==> src/rtl/core/efp_pkg.sv <==
`default_nettype none

package efp_pkg;

  // Frame layout
  localparam int unsigned PosW = 6;

  localparam logic [PosW-1:0] PosHdr0   = 6'd0;
  localparam logic [PosW-1:0] PosHdr1   = 6'd1;
  localparam logic [PosW-1:0] PosHdr2   = 6'd2;
  localparam logic [PosW-1:0] SumFirst  = 6'd3;
  localparam logic [PosW-1:0] PosHdr5   = 6'd5;
  localparam logic [PosW-1:0] PosHdr6   = 6'd6;
  localparam logic [PosW-1:0] AttPos    = 6'd32;
  localparam logic [PosW-1:0] MedPos    = 6'd34;
  localparam logic [PosW-1:0] FrameLast = 6'd35;

  // Header byte values (byte 4 is a wildcard)
  localparam logic [7:0] SyncByte  = 8'hAA;
  localparam logic [7:0] HdrByte2  = 8'h20;
  localparam logic [7:0] HdrByte3  = 8'h02;
  localparam logic [7:0] HdrByte5  = 8'h83;
  localparam logic [7:0] HdrByte6  = 8'h18;

  // Frame status codes
  localparam logic StatusOk     = 1'b0;
  localparam logic StatusCsumErr = 1'b1;

  typedef struct packed {
    logic       check;
    logic [7:0] want;
  } efp_hdr_t;

  typedef struct packed {
    logic       frame_status;
    logic [7:0] attention_level;
    logic [7:0] meditation_level;
  } efp_result_t;

  // Expected header byte at a frame position, if that position is checked
  function automatic efp_hdr_t hdr_expect(input logic [PosW-1:0] pos);
    efp_hdr_t h;
    h.check = 1'b1;
    h.want  = SyncByte;
    unique case (pos)
      PosHdr0:  h.want = SyncByte;
      PosHdr1:  h.want = SyncByte;
      PosHdr2:  h.want = HdrByte2;
      SumFirst: h.want = HdrByte3;
      PosHdr5:  h.want = HdrByte5;
      PosHdr6:  h.want = HdrByte6;
      default:  h.check = 1'b0;
    endcase
    return h;
  endfunction

endpackage

`default_nettype wire

==> src/rtl/core/efp_byte_if.sv <==
`default_nettype none

// Stream of received serial bytes, one per beat
interface efp_byte_if;
  logic       valid;
  logic       ready;
  logic [7:0] rx_byte;

  modport source (output valid, output rx_byte, input ready);
  modport sink   (input valid, input rx_byte, output ready);
endinterface

`default_nettype wire

==> src/rtl/core/efp_result_if.sv <==
`default_nettype none

// Stream of frame results, one per beat
interface efp_result_if;
  logic       valid;
  logic       ready;
  logic       frame_status;
  logic [7:0] attention_level;
  logic [7:0] meditation_level;

  modport source (output valid, output frame_status, output attention_level,
                  output meditation_level, input ready);
  modport sink   (input valid, input frame_status, input attention_level,
                  input meditation_level, output ready);
endinterface

`default_nettype wire

==> src/rtl/core/efp_frame_tracker.sv <==
`default_nettype none

// Frame position tracking, header check, checksum and value capture.
// State moves on each step_i; the result for the checksum byte is combinational.
module efp_frame_tracker (
  input  wire logic               clk_i,
  input  wire logic               rst_ni,
  input  wire logic               step_i,
  input  wire logic [7:0]         rx_byte_i,
  output logic                    emit_o,
  output efp_pkg::efp_result_t    res_o
);
  import efp_pkg::*;

  logic [PosW-1:0] pos_q, pos_d;
  logic [7:0]      sum_q, sum_d;
  logic [7:0]      cap_att_q, cap_att_d;
  logic [7:0]      cap_med_q, cap_med_d;
  logic [7:0]      held_att_q, held_att_d;
  logic [7:0]      held_med_q, held_med_d;

  efp_hdr_t hdr;
  logic     hdr_bad;
  logic     csum_ok;

  // Decode of the current byte
  assign hdr     = hdr_expect(pos_q);
  assign hdr_bad = hdr.check && (rx_byte_i != hdr.want);
  assign csum_ok = (~sum_q) == rx_byte_i;
  assign emit_o  = pos_q >= FrameLast;

  // Result for the checksum byte: held values as they stand after this frame
  always_comb begin
    res_o.frame_status     = csum_ok ? StatusOk : StatusCsumErr;
    res_o.attention_level  = csum_ok ? cap_att_q : held_att_q;
    res_o.meditation_level = csum_ok ? cap_med_q : held_med_q;
  end

  // Next state
  always_comb begin
    pos_d      = pos_q;
    sum_d      = sum_q;
    cap_att_d  = cap_att_q;
    cap_med_d  = cap_med_q;
    held_att_d = held_att_q;
    held_med_d = held_med_q;
    if (step_i) begin
      if (emit_o) begin
        pos_d = '0;
        if (csum_ok) begin
          held_att_d = cap_att_q;
          held_med_d = cap_med_q;
        end
      end else if (hdr_bad) begin
        // failing byte is dropped, not retried as a new sync byte
        pos_d = '0;
      end else begin
        if (pos_q == SumFirst) begin
          sum_d = rx_byte_i;
        end else if (pos_q > SumFirst) begin
          sum_d = sum_q + rx_byte_i;
        end
        if (pos_q == AttPos) begin
          cap_att_d = rx_byte_i;
        end
        if (pos_q == MedPos) begin
          cap_med_d = rx_byte_i;
        end
        pos_d = pos_q + 1'b1;
      end
    end
  end

  always_ff @(posedge clk_i or negedge rst_ni) begin
    if (!rst_ni) begin
      pos_q      <= '0;
      sum_q      <= '0;
      cap_att_q  <= '0;
      cap_med_q  <= '0;
      held_att_q <= '0;
      held_med_q <= '0;
    end else begin
      pos_q      <= pos_d;
      sum_q      <= sum_d;
      cap_att_q  <= cap_att_d;
      cap_med_q  <= cap_med_d;
      held_att_q <= held_att_d;
      held_med_q <= held_med_d;
    end
  end

  // Position stays inside the frame
  a_pos_range: assert property (@(posedge clk_i) disable iff (!rst_ni)
    pos_q <= FrameLast)
    else $error("frame position beyond checksum byte");

  // Checksum byte always restarts the frame
  a_emit_restart: assert property (@(posedge clk_i) disable iff (!rst_ni)
    step_i && emit_o |=> pos_q == '0)
    else $error("frame did not restart after checksum byte");

  // Good frame publishes the captured values
  a_good_update: assert property (@(posedge clk_i) disable iff (!rst_ni)
    step_i && emit_o && csum_ok |=>
      held_att_q == $past(cap_att_q) && held_med_q == $past(cap_med_q))
    else $error("held values not updated on good checksum");

endmodule

`default_nettype wire

==> src/rtl/core/eeg_frame_parser.sv <==
// A byte is registered in the input stage on acceptance and processed from
// there; the checksum byte's result is registered in the result register.
// Throughput: one byte per cycle; the input stage stalls only when a frame
// result is due and the result register is still occupied.
// Reset (asynchronous, active low) clears the frame position, sum, captured
// and held values, and both valid flags.
`default_nettype none

module eeg_frame_parser (
  input  wire logic     clk_i,
  input  wire logic     rst_ni,
  efp_byte_if.sink      byte_i,
  efp_result_if.source  result_o
);
  import efp_pkg::*;

  logic        in_valid_q, in_valid_d;
  logic [7:0]  in_byte_q;
  logic        out_valid_q, out_valid_d;
  efp_result_t out_res_q;

  logic        emit;
  efp_result_t res;
  logic        out_free;
  logic        advance;

  // Input stage moves on unless it carries a result with nowhere to go
  assign out_free     = !out_valid_q || result_o.ready;
  assign advance      = in_valid_q && (!emit || out_free);
  assign byte_i.ready = !in_valid_q || advance;

  efp_frame_tracker u_tracker (
    .clk_i     (clk_i),
    .rst_ni    (rst_ni),
    .step_i    (advance),
    .rx_byte_i (in_byte_q),
    .emit_o    (emit),
    .res_o     (res)
  );

  always_comb begin
    in_valid_d = in_valid_q;
    if (byte_i.valid && byte_i.ready) begin
      in_valid_d = 1'b1;
    end else if (advance) begin
      in_valid_d = 1'b0;
    end
    out_valid_d = out_valid_q;
    if (advance && emit) begin
      out_valid_d = 1'b1;
    end else if (result_o.ready) begin
      out_valid_d = 1'b0;
    end
  end

  // Control flags
  always_ff @(posedge clk_i or negedge rst_ni) begin
    if (!rst_ni) begin
      in_valid_q  <= 1'b0;
      out_valid_q <= 1'b0;
    end else begin
      in_valid_q  <= in_valid_d;
      out_valid_q <= out_valid_d;
    end
  end

  // Payload registers
  always_ff @(posedge clk_i) begin
    if (byte_i.valid && byte_i.ready) begin
      in_byte_q <= byte_i.rx_byte;
    end
    if (advance && emit) begin
      out_res_q <= res;
    end
  end

  assign result_o.valid            = out_valid_q;
  assign result_o.frame_status     = out_res_q.frame_status;
  assign result_o.attention_level  = out_res_q.attention_level;
  assign result_o.meditation_level = out_res_q.meditation_level;

  // An accepted beat always lands in the input stage
  a_in_capture: assert property (@(posedge clk_i) disable iff (!rst_ni)
    byte_i.valid && byte_i.ready |=> in_valid_q)
    else $error("accepted byte lost");

  // A pending result is never overwritten before it is taken
  a_no_overwrite: assert property (@(posedge clk_i) disable iff (!rst_ni)
    out_valid_q && !result_o.ready |-> !(advance && emit))
    else $error("result register overwritten while stalled");

  // A stalled result beat holds valid and payload
  a_out_hold: assert property (@(posedge clk_i) disable iff (!rst_ni)
    out_valid_q && !result_o.ready |=> out_valid_q && $stable(out_res_q))
    else $error("pending result changed while stalled");

endmodule

`default_nettype wire
==> src/flat_wrapper.sv <==
// flat-port wrapper written by rule: the top's interface ports become plain ports
module eeg_frame_parser_flat import efp_pkg::*;
  (clk_i, rst_ni, byte_i_valid, byte_i_rx_byte, byte_i_ready, result_o_valid, result_o_frame_status, result_o_attention_level, result_o_meditation_level, result_o_ready);
  efp_byte_if byte_i_i ();
  efp_result_if result_o_i ();
  input  wire logic clk_i;
  input  wire logic rst_ni;
  input wire logic [$bits(byte_i_i.valid)-1:0] byte_i_valid;
  input wire logic [$bits(byte_i_i.rx_byte)-1:0] byte_i_rx_byte;
  output wire logic [$bits(byte_i_i.ready)-1:0] byte_i_ready;
  output wire logic [$bits(result_o_i.valid)-1:0] result_o_valid;
  output wire logic [$bits(result_o_i.frame_status)-1:0] result_o_frame_status;
  output wire logic [$bits(result_o_i.attention_level)-1:0] result_o_attention_level;
  output wire logic [$bits(result_o_i.meditation_level)-1:0] result_o_meditation_level;
  input wire logic [$bits(result_o_i.ready)-1:0] result_o_ready;
  assign byte_i_i.valid = byte_i_valid;
  assign byte_i_i.rx_byte = byte_i_rx_byte;
  assign byte_i_ready = byte_i_i.ready;
  assign result_o_valid = result_o_i.valid;
  assign result_o_frame_status = result_o_i.frame_status;
  assign result_o_attention_level = result_o_i.attention_level;
  assign result_o_meditation_level = result_o_i.meditation_level;
  assign result_o_i.ready = result_o_ready;
  eeg_frame_parser u_core (.clk_i(clk_i), .rst_ni(rst_ni), .byte_i(byte_i_i), .result_o(result_o_i));
endmodule
==> config.mk <==
export PLATFORM = sky130hd
export DESIGN_NAME = eeg_frame_parser_flat
export DESIGN_NICKNAME = d
export VERILOG_FILES = /design/src/rtl/core/efp_pkg.sv /design/src/rtl/core/efp_byte_if.sv /design/src/rtl/core/efp_result_if.sv /design/src/rtl/core/efp_frame_tracker.sv /design/src/rtl/core/eeg_frame_parser.sv /design/src/flat_wrapper.sv
export SDC_FILE = /design/constraint.sdc
export NUM_CORES = 1
export LEC_CHECK = 0
export BUFFER_PORTS_ARGS = -buffer_cell sky130_fd_sc_hd__buf_4
export CAP_MARGIN = 10
export CORE_ASPECT_RATIO = 0.8
export CORE_MARGIN = 1
export CORE_UTILIZATION = 30
export DETAILED_ROUTE_END_ITERATION = 6
export PLACE_DENSITY = 0.46
export REMOVE_ABC_BUFFERS = 1
export SLEW_MARGIN = 25
export SYNTH_ARGS = -nofsm -noshare
export SYNTH_HDL_FRONTEND = slang
export SYNTH_HIERARCHICAL = 1
export SYNTH_SLANG_ARGS = --single-unit
==> constraint.sdc <==
create_clock -name clk_i -period 5.4 [get_ports clk_i]
set_clock_uncertainty 0.2 [all_clocks]
set_input_delay 0.81 -clock clk_i [delete_from_list [all_inputs] [get_ports clk_i]]
set_output_delay 0.81 -clock clk_i [all_outputs]
set_load 0.005 [all_outputs]
# Word level (Yosys, flattened, before mapping)
# Cells that the tools add are included.
# classes
add_sub_neg	2
n_eq_ne	9
n_bitwise	3
n_lt_le_gt_ge	2
muxes	13
n_reduce_logical	19
# op_table
cell	n
$mux 8	4
$pmux 8 s4	1
$eq 6x2->1 const B	2
$eq 6x3->1 const B	2
$eq 6x6->1 const B	2
$mux 6	2
$reduce_and 4->1	3
$add 8x8->8	1
$eq 8x8->1	1
$ne 8x8->1	1
$not 8->8	1
$add 6x1->6 const B	1
$eq 6x1->1 const B	1
$ge 6x6->1 const B	1
$gt 6x2->1 const B	1
$logic_not 6->1	1
$mux 1	6
$reduce_bool 2->1	3
$reduce_or 6->1	1
$logic_and 1x1->1	4
$logic_not 1->1	3
$logic_or 1x1->1	3
$not 1->1	2
$reduce_and 2->1	1
# word_totals
in_bits	12
regBits	73
word_cells	60
out_inout_bits	19

# Depth between registers and ports, before layout
# Gate-level depths: netlist of run 1.
# depth
word_depth	7
depth_mapped	10
depth_no_buf	9

# Hierarchy
# Netlist of run 1, hierarchy kept.
# modules_own_cells
module	seq_area_each_um2	area_per_inst_um2	n_inst	cells_per_inst
efp_frame_tracker	1151.1	2796.4	1	243
eeg_frame_parser	800.8	868.3	1	35

# Least setup slack after synthesis of run 1
# Ideal clock, no wire load.
# synth_timing
path_kind	reg-to-reg
startpoint	register u_core.u_tracker.pos_q[4]
endpoint	register u_core.u_tracker.cap_att_q[0]
t_required_ps	5075
path_slack_ps	2674
period_less_slack_ps	2726
arrival_time_ps	2402
setup_ps	125
stages_incl_launch_ff	8
path_cell_list	dfrtp_1 > or3_1 > o21ai_4 > inv_2 > a21boi_1 > nand3_1 > nor3_2 > mux2_2
# synth_via
elab_cells_between_ends	19
cone_classes	order compare (1); eq/ne (7); mux (2); bitwise (2); reduce/logical (7)
# synth_rtl
item	line	text
start: declaration	efp_frame_tracker.sv:15	logic [PosW-1:0] pos_q, pos_d;
start signal: assignment	efp_frame_tracker.sv:83	pos_q <= pos_d;
$ge 6x6->1	efp_frame_tracker.sv:30	assign emit_o = pos_q >= FrameLast;
via u_core.emit	eeg_frame_parser.sv:22	logic emit;
$logic_not 1->1	eeg_frame_parser.sv:29	assign advance = in_valid_q && (!emit || out_free);
$logic_or 1x1->1	eeg_frame_parser.sv:29	
$logic_and 1x1->1	eeg_frame_parser.sv:29	
via u_core.advance	eeg_frame_parser.sv:25	logic advance;
$reduce_and 4->1 (no source line)	n/a	
end signal: assignment	efp_frame_tracker.sv:85	cap_att_q <= cap_att_d;
end: declaration	efp_frame_tracker.sv:17	logic [7:0] cap_att_q, cap_att_d;
# The timed path passes the listed nets, and every way through them passes these cells.
# A chain may end at the register's enable or synchronous reset.

# Worst setup path after layout of run 1
# layout_timing
startpoint	register u_core.u_tracker.pos_q[2]
endpoint	register u_core.u_tracker.held_att_q[1]
# layout_via
elab_chain_len	5
# layout_lines
item	line	text
$ge 6x6->1	efp_frame_tracker.sv:30	
via u_core.emit	eeg_frame_parser.sv:22	
$logic_not 1->1	eeg_frame_parser.sv:29	
$logic_or 1x1->1	eeg_frame_parser.sv:29	
$logic_and 1x1->1	eeg_frame_parser.sv:29	
via u_core.advance	eeg_frame_parser.sv:25	
$reduce_and 2->1 (no source line)	n/a	
end signal: assignment	efp_frame_tracker.sv:87	held_att_q <= held_att_d;
end: declaration	efp_frame_tracker.sv:19	logic [7:0] held_att_q, held_att_d;
# The timed path passes the listed nets, and every way through them passes these cells.

==> impl_metrics.tcl, run 1 <==
set metrics [dict create \
    worstPathCellList "or3_1 -> o21ai_4 -> inv_2 -> a21boi_2 -> and2_1 -> mux2_2" \
    setup_tns_ns 0 \
    avgRoutedWirePerCell_microns 16.0 \
    timing.hold.worst.start "u_core/u_tracker/held_att_q[4]" \
    detailed_place_hpwl_mm 5.05 \
    ir_worst_vdd_mv 0.179 \
    synth_compound_gate_area_share 0.0850 \
    antenna_found_initial 0 \
    mean_number_of_vias_per_cell 4.90 \
    fin_ws_ns 1.89 \
    drc 2 \
    routed-via-count 2268 \
    timing.hold.worst_path_depth 1 \
    fp.dieH_microns 101 \
    fin_hold_ws_ns 0.303 \
    worst_pin_slew_ns 0.871 \
    cts.hold.buffers_added 0 \
    routed.top_layer "met4" \
    hold_viol 0 \
    final_min_period_over_clock_period 0.650 \
    hold_path_class "reg2reg" \
    p_per_cell_area_nw_per_um2 442 \
    grt_pass1_wl_mm 12.3 \
    end_of_the_worst_register_to_register_path "u_core/u_tracker/held_att_q[1]" \
    fin_util 0.370 \
    synth_top_family_by_area "multiplexers" \
    diodes 0 \
    synth.mux.area_fraction 0.176 \
    synth-simple-area-share 0.111 \
    p_leak_nw 1.89 \
    clkTransAtPathRegs_ns 0.06 \
    maxSlewViolCount 0 \
    number_of_enable_flip_flop_cells_after_synthesis 25 \
    wirelength_routed_mm 7.42 \
    post_synth_xor_area_fraction 0.0191 \
    wl_met3_microns 224 \
    numCtsBuffers 9 \
    cts_setup_buffers 0 \
    die_width_microns 126 \
    placed_area_sq_um 4020 \
    gpl.final_weighted_congestion 0.735 \
    worst_hold_end "u_core/u_tracker/held_att_q[4]" \
    synth_sequential_area_ratio 0.533 \
    worst_ep_arrival_time_ns 3.52 \
    yosys_warnings 6 \
    syn_inst 278 \
    placeable_core_region_sq_um 11700 \
    first_global_vias 2279 \
    nFillCells 1131 \
    violated_checks "design-rule violations" \
    detail-route-antenna-nets 0 \
    crit_path_launch_type "flip-flop" \
    final_net_count 334 \
    first_pass_iters 6 \
    globalRoute.totalOverflow 0 \
    die_area_sq_um 12700 \
    status "finished with violations" \
    max_cap_violations 0 \
    mappedNetlistArea_sq_um 3660 \
    initialDrtViolationCount 99 \
    boundaryPins 31 \
    flip_flop_and_latch_count_after_synthesis 73 \
    stdcell_area_sq_um 4320 \
    yosys_most_used_dff "sky130_fd_sc_hd__dfrtp_1" \
    start_util 0.313 \
    worst_reg_to_reg_cells 6 \
    peak_fanout_along_the_critical_path 17 \
    setup.worst_path.start "u_core/u_tracker/pos_q[2]" \
    core.rowCount 35 \
    clockBufferDepth 2 \
    synth_async_sr_flop_share 0.658 \
    critical_path.slowest_cell "sky130_fd_sc_hd__and2_1" \
    buffers_on_ports 30 \
    met2WireLength_mm 3.21 \
    crit_path_end_kind "flip-flop" \
    syn-mean-instance-area_sq_um 13.2 \
    tritoncts "done" \
    synth_to_layout_area_growth_pct 17.9 \
    max-slew-margin-rel 0.419 \
    max_clock_freq_mhz 285 \
    cts_repair_resize_count 0 \
    pin_count_of_the_biggest_net_entering_global_routing 49 \
    reg2reg_from "u_core/u_tracker/pos_q[2]" \
    setup.reg_to_reg.worst_slack_ns 1.89 \
    synth_fa_ha_area_frac 0.0430 \
    numClockSinks 73 \
    rsz0062_at_grt "false" \
    maximum_single_stage_delay_on_the_critical_path_ns 0.79 \
    worst-setup-path-type "reg2reg" \
    yosys.cell_types.count 56 \
    combined_global_route_utilization_of_all_metal_layers 0.129 \
    cts-root-buf "sky130_fd_sc_hd__clkbuf_16" \
    post-route-min-period_ns 3.51 \
    timing.critical_path.required_ns 5.41 \
    worst_skew_pair.late_latency_ns 0.33 \
    drive_above_1_share 0.352 \
    cts-htree-levels 3 \
    dp_slack_ns 1.59 \
    routedLengthMet1_mm 3.91 \
    report.final.setup_viol 0 \
]
## worst max-delay path: cells and delay by family (launching register included)
| family | cells | cell delay (ns) |
|---|---|---|
| flops | 1 | 0.52 |
| mux | 1 | 0.42 |
| compound gates | 2 | 0.77 |
| buf+inv | 1 | 0.15 |
| simple gates | 2 | 1.31 |
## state kept, by name (all words and copies together), names as in the netlist
register and flops:
u_core/u_tracker/pos_q 6, u_core/result_o.valid 1, u_core/u_tracker/held_med_q 8, u_core/result_o.meditation_level 8, u_core/result_o.attention_level 8, u_core/u_tracker/sum_q 8
u_core/u_tracker/cap_med_q 8, u_core/in_byte_q 8, u_core/in_valid_q 1, u_core/u_tracker/held_att_q 8, u_core/result_o.frame_status 1, u_core/u_tracker/cap_att_q 8
## per-layer routing
layer  global-route usage  vias to the layer above
li1                     -                     1103
met1                0.176                     1122
met2                0.194                       34
met3               0.0403                        9
met4               0.0385                        0
met5                    0                        -
## how the worst max path moves through the flow
stage	to
after floorplan	u_core/u_tracker/held_att_q[0]
after global placement	u_core/u_tracker/held_att_q[7]
after CTS	u_core/u_tracker/held_att_q[1]
after detailed placement	u_core/u_tracker/held_att_q[1]
after global routing	u_core/u_tracker/held_att_q[1]
final	u_core/u_tracker/held_att_q[1]
## area by class of cell
class,count,area [sq um],share of cell area
multi-input combinational,180,1590,0.369
timing repair buffer,32,240,0.0556
clock buffer,10,229,0.0530
inverter,14,52.6,0.0122
sequential,73,1950,0.452
tap,148,185,0.0429
clock inverter,6,67.6,0.0156
## Yosys cell counts (6+ instances only)
cell | n | area share
sky130_fd_sc_hd__nand3_1 | 6 | 0.0082
sky130_fd_sc_hd__mux2_2 | 48 | 0.15
sky130_fd_sc_hd__xor2_1 | 6 | 0.014
sky130_fd_sc_hd__inv_1 | 13 | 0.013
sky130_fd_sc_hd__nor2_1 | 7 | 0.0072
sky130_fd_sc_hd__edfxtp_1 | 25 | 0.20
sky130_fd_sc_hd__nand2_1 | 13 | 0.013
sky130_fd_sc_hd__ha_1 | 11 | 0.038
sky130_fd_sc_hd__o21ai_0 | 12 | 0.016
sky130_fd_sc_hd__dfrtp_1 | 48 | 0.33
## cell usage in the layout, fill, tap and decap left out, types with 2 or more instances in the layout
cell / instances
sky130_fd_sc_hd__mux2_2: 48
sky130_fd_sc_hd__o2111ai_1: 2
sky130_fd_sc_hd__a21o_1: 2
sky130_fd_sc_hd__nand3_1: 6
sky130_fd_sc_hd__a21oi_1: 5
sky130_fd_sc_hd__mux2i_1: 3
sky130_fd_sc_hd__nand2b_1: 2
sky130_fd_sc_hd__ha_1: 11
sky130_fd_sc_hd__dfrtp_1: 48
sky130_fd_sc_hd__mux2_4: 5
sky130_fd_sc_hd__nor3_2: 3
sky130_fd_sc_hd__edfxtp_1: 25
sky130_fd_sc_hd__buf_4: 32
sky130_fd_sc_hd__or3_1: 5
sky130_fd_sc_hd__clkbuf_16: 9
sky130_fd_sc_hd__and2_1: 2
sky130_fd_sc_hd__a211oi_1: 3
sky130_fd_sc_hd__and3_1: 2
sky130_fd_sc_hd__o21ai_0: 12
sky130_fd_sc_hd__nand2_1: 13
sky130_fd_sc_hd__xor2_1: 6
sky130_fd_sc_hd__and4_1: 2
sky130_fd_sc_hd__nor4b_1: 4
sky130_fd_sc_hd__nand4_1: 5
sky130_fd_sc_hd__clkinvlp_4: 2
sky130_fd_sc_hd__a31oi_1: 2
sky130_fd_sc_hd__inv_1: 13
sky130_fd_sc_hd__xnor2_1: 2
sky130_fd_sc_hd__nor2_1: 7
sky130_fd_sc_hd__nor3b_1: 3
## power by group
group	internal, mW	switching, mW	leakage (nW)
registers	0.658	0.0843	0.873
clock network	0.359	0.230	0.139
logic	0.273	0.303	0.877
total	1.29	0.618	1.89
## kinds of logic after synthesis
family / Yosys count
simple gates: 64
flops: 73
compound gates: 40
xor+xnor: 8
buf+inv: 25
fa+ha+maj: 12
mux: 56
## stage by stage
step,cells,power [mW]
5_1_grt,463,2.04
2_1_floorplan,267,1.18
3_3_place_gp,447,1.33
4_1_cts,463,1.94
3_5_place_dp,447,1.33
6_report,463,1.91
No activity file was read; power rests on OpenSTA's default activity.
==> run 2: changes to the inputs <==
Settings changed: ABC_AREA from default to 1.
Clock period 5.4 ns to 3.4 ns, I/O delays scaled along.
==> run 2 against run 1 <==
- largest power group is now the clock network
- area after synthesis is 5.6% higher
- critical path type unchanged
- sequential share of layout area decreased by 2.7 points
- highest routed layer unchanged
- the run ends with negative hold slack left
- combinational power grew 2%
- sequential cell count unchanged
- synthesized cell count up 42%
- final area rose by 6.5%
- hold slack got worse by 0.31 ns
- core utilization rose by 0.18 points
- non-clock buffer count up 3
- sequential power increased by 41%
==> impl_metrics.tcl, run 2 <==
set metrics [dict create \
    status "finished with violations" \
    violated_checks "negative hold slack" \
    diodes 0 \
    final_net_count 452 \
    worst_path_dominant_cell_family "simple AND/OR/NAND/NOR gates" \
    gr-usage-met1 0.201 \
    crit_path_end_kind "flip-flop" \
    setup_tns_ns 0 \
    synth.top_cell.area_share 0.310 \
    timing.critical_path.required_ns 3.42 \
    grt-busiest-layer "met2" \
    numCtsBuffers 9 \
    worst_path_most_repeated_cell "sky130_fd_sc_hd__nand2_1" \
    detailed_place_hpwl_mm 5.81 \
    die_width_microns 129 \
    yosys_most_used_dff "sky130_fd_sc_hd__dfrtp_1" \
    antenna_found_initial 0 \
    synth_top_cell_by_area "sky130_fd_sc_hd__dfrtp_1" \
    cp_num_buf_inv 1 \
    peak_fanout_along_the_critical_path 33 \
    ir_worst_vdd_mv 0.267 \
    clockBufferDepth 2 \
    flip_flop_and_latch_count_after_synthesis 73 \
    avgRoutedWirePerCell_microns 13.9 \
    number_of_enable_flip_flop_cells_after_synthesis 25 \
    first_global_vias 2737 \
    commonest_non_fill_non_tap_cell_in_the_layout "sky130_fd_sc_hd__nand2_1" \
    first_pass_iters 4 \
    synth_sequential_area_ratio 0.504 \
    hold_viol 6 \
    detail-route-antenna-nets 0 \
    max_cap_violations 0 \
    critical_path.slowest_cell "sky130_fd_sc_hd__or3_2" \
    syn-mean-instance-area_sq_um 9.82 \
    final_min_period_over_clock_period 0.845 \
    worst_ep_arrival_time_ns 2.89 \
    crit_path_launch_type "flip-flop" \
    cts_setup_buffers 0 \
    max_clock_freq_mhz 348 \
    yosys.cell_types.count 36 \
    boundaryPins 31 \
    tritoncts "done" \
    yosys_warnings 6 \
    met2_track_usage_gr 0.202 \
    syn_inst 394 \
    worst_pin_slew_ns 0.928 \
    placeable_core_region_sq_um 12400 \
    post_synth_most_frequent_cells "94 x sky130_fd_sc_hd__nand2_1, 48 x sky130_fd_sc_hd__dfrtp_1, 46 x sky130_fd_sc_hd__inv_1" \
    die_area_sq_um 13400 \
    grt_pass1_wl_mm 14.3 \
    grtUsageMet3 0.0377 \
    wirelength_routed_mm 8.40 \
    cts-root-buf "sky130_fd_sc_hd__clkbuf_16" \
    report.final.setup_viol 0 \
    synth_to_layout_area_growth_pct 18.8 \
    synthMostInstantiatedCell "sky130_fd_sc_hd__nand2_1" \
    mappedNetlistArea_sq_um 3870 \
    fin_hold_ws_ns -0.00502 \
    core.rowCount 36 \
    gpl.final_weighted_congestion 0.840 \
    maxSlewViolCount 0 \
    synth_async_sr_flop_share 0.658 \
    start_util 0.312 \
    drc 0 \
    mean_number_of_vias_per_cell 4.62 \
    buffers_on_ports 30 \
    maximum_single_stage_delay_on_the_critical_path_ns 0.81 \
    cts.hold.buffers_added 0 \
    combined_global_route_utilization_of_all_metal_layers 0.139 \
    p_per_cell_area_nw_per_um2 598 \
    numClockSinks 73 \
    clkTransAtPathRegs_ns 0.06 \
    max-slew-margin-rel 0.381 \
    worst-setup-path-type "reg2reg" \
    hold_path_class "in2async" \
    initialDrtViolationCount 112 \
    pin_count_of_the_biggest_net_entering_global_routing 49 \
    commonest_cells_after_routing_fill_and_taps_aside "94 x sky130_fd_sc_hd__nand2_1, 48 x sky130_fd_sc_hd__dfrtp_1, 46 x sky130_fd_sc_hd__inv_1" \
    drive_above_1_share 0.268 \
    globalRoute.totalOverflow 0 \
    cts-htree-levels 3 \
    cts_repair_resize_count 0 \
    routed-via-count 2788 \
    worstPathCellList "ha_1 -> nand2_1 -> inv_1 -> nand3_1 -> or3_2 -> nand2_1 -> o21ai_2 -> mux2_2" \
    post_synth_main_area_contributors "sky130_fd_sc_hd__dfrtp_1 31%, sky130_fd_sc_hd__edfxtp_1 19%, sky130_fd_sc_hd__nand2_1 9.1%, sky130_fd_sc_hd__nand4_1 4.7%, sky130_fd_sc_hd__mux2_2 4.7%" \
    p_leak_nw 2.06 \
    worst_skew_pair.late_latency_ns 0.33 \
    fp.dieH_microns 104 \
    post-route-min-period_ns 2.87 \
    rsz0062_at_grt "false" \
]
## run 2: cell count changes after synthesis, moves of 5 or more
| cell | change |
|---|---|
| sky130_fd_sc_hd__nand2_1 | +81 |
| sky130_fd_sc_hd__inv_1 | +33 |
| sky130_fd_sc_hd__mux2_2 | -32 |
| sky130_fd_sc_hd__nand4_1 | +24 |
| sky130_fd_sc_hd__nand2_2 | +17 |
| sky130_fd_sc_hd__o21ai_2 | +17 |
| sky130_fd_sc_hd__nand3_1 | +13 |
| sky130_fd_sc_hd__mux2_4 | -5 |
## run 2: stage by stage
step	area, sq um	util	std cells	power [mW]	setup slack [ns]
2_1_floorplan	3770	-	382	1.50	0.720
3_3_place_gp	4250	0.343	588	1.65	0.560
3_5_place_dp	4250	0.343	588	1.65	0.546
4_1_cts	4600	0.371	604	2.78	0.543
5_1_grt	4600	0.371	604	2.92	0.358
6_report	4600	0.371	604	2.75	0.528
## run 2: power breakdown
| group | internal [mW] | leakage (nW) | switching (mW) | total (mW) |
|---|---|---|---|---|
| logic | 0.217 | 1.02 | 0.371 | 0.588 |
| clock network | 0.724 | 0.171 | 0.386 | 1.11 |
| registers | 0.993 | 0.862 | 0.0583 | 1.05 |
| total | 1.93 | 2.06 | 0.815 | 2.75 |
## run 2: cell type report
type,count,area [sq um]
fill,1256,7790
sequential,73,1950
multi-input combinational,263,1650
timing repair buffer,35,263
clock buffer,9,225
tap,171,214
inverter,46,173
clock inverter,7,125
## run 2: kinds of logic (layout without fill, tap and decap cells)
logic type / after synthesis / after routing / synth area share
simple gates: 186 / 186 / 0.248
flops: 73 / 73 / 0.504
buf+inv: 58 / 97 / 0.0702
compound gates: 42 / 42 / 0.0740
mux: 16 / 16 / 0.0466
fa+ha+maj: 12 / 12 / 0.0407
xor+xnor: 7 / 7 / 0.0158
## run 2: final timing paths
path	startpoint	endpoint	slack, ns	depth (start not counted)
worst max register to register	u_core/in_byte_q[5]	u_core/u_tracker/held_att_q[7]	0.53	8
worst max-delay path	u_core/in_byte_q[5]	u_core/u_tracker/held_att_q[7]	0.53	8
max in group asynchronous	rst_ni	u_core/result_o.valid	2.57	1
worst min register to register	u_core/u_tracker/cap_att_q[3]	u_core/u_tracker/cap_att_q[3]	0.27	2
min in group clk_i	byte_i_rx_byte[5]	u_core/in_byte_q[5]	0.15	1
worst min-delay path	rst_ni	u_core/u_tracker/held_med_q[7]	-0.005	1
## run 2: routing by layer
layer | vias up | part of all wire
met5 | - | 0
met4 | 0 | 0.010
met3 | 6 | 0.042
met2 | 52 | 0.43
met1 | 1332 | 0.52
li1 | 1398 | -
## run 2: worst register-to-register path: stages, from the launching register on
cell                       delay, ns
sky130_fd_sc_hd__edfxtp_1       0.53
sky130_fd_sc_hd__ha_1           0.43
sky130_fd_sc_hd__nand2_1        0.07
sky130_fd_sc_hd__inv_1          0.08
sky130_fd_sc_hd__nand3_1        0.06
sky130_fd_sc_hd__or3_2          0.81
sky130_fd_sc_hd__nand2_1        0.23
sky130_fd_sc_hd__o21ai_2        0.07
sky130_fd_sc_hd__mux2_2         0.28
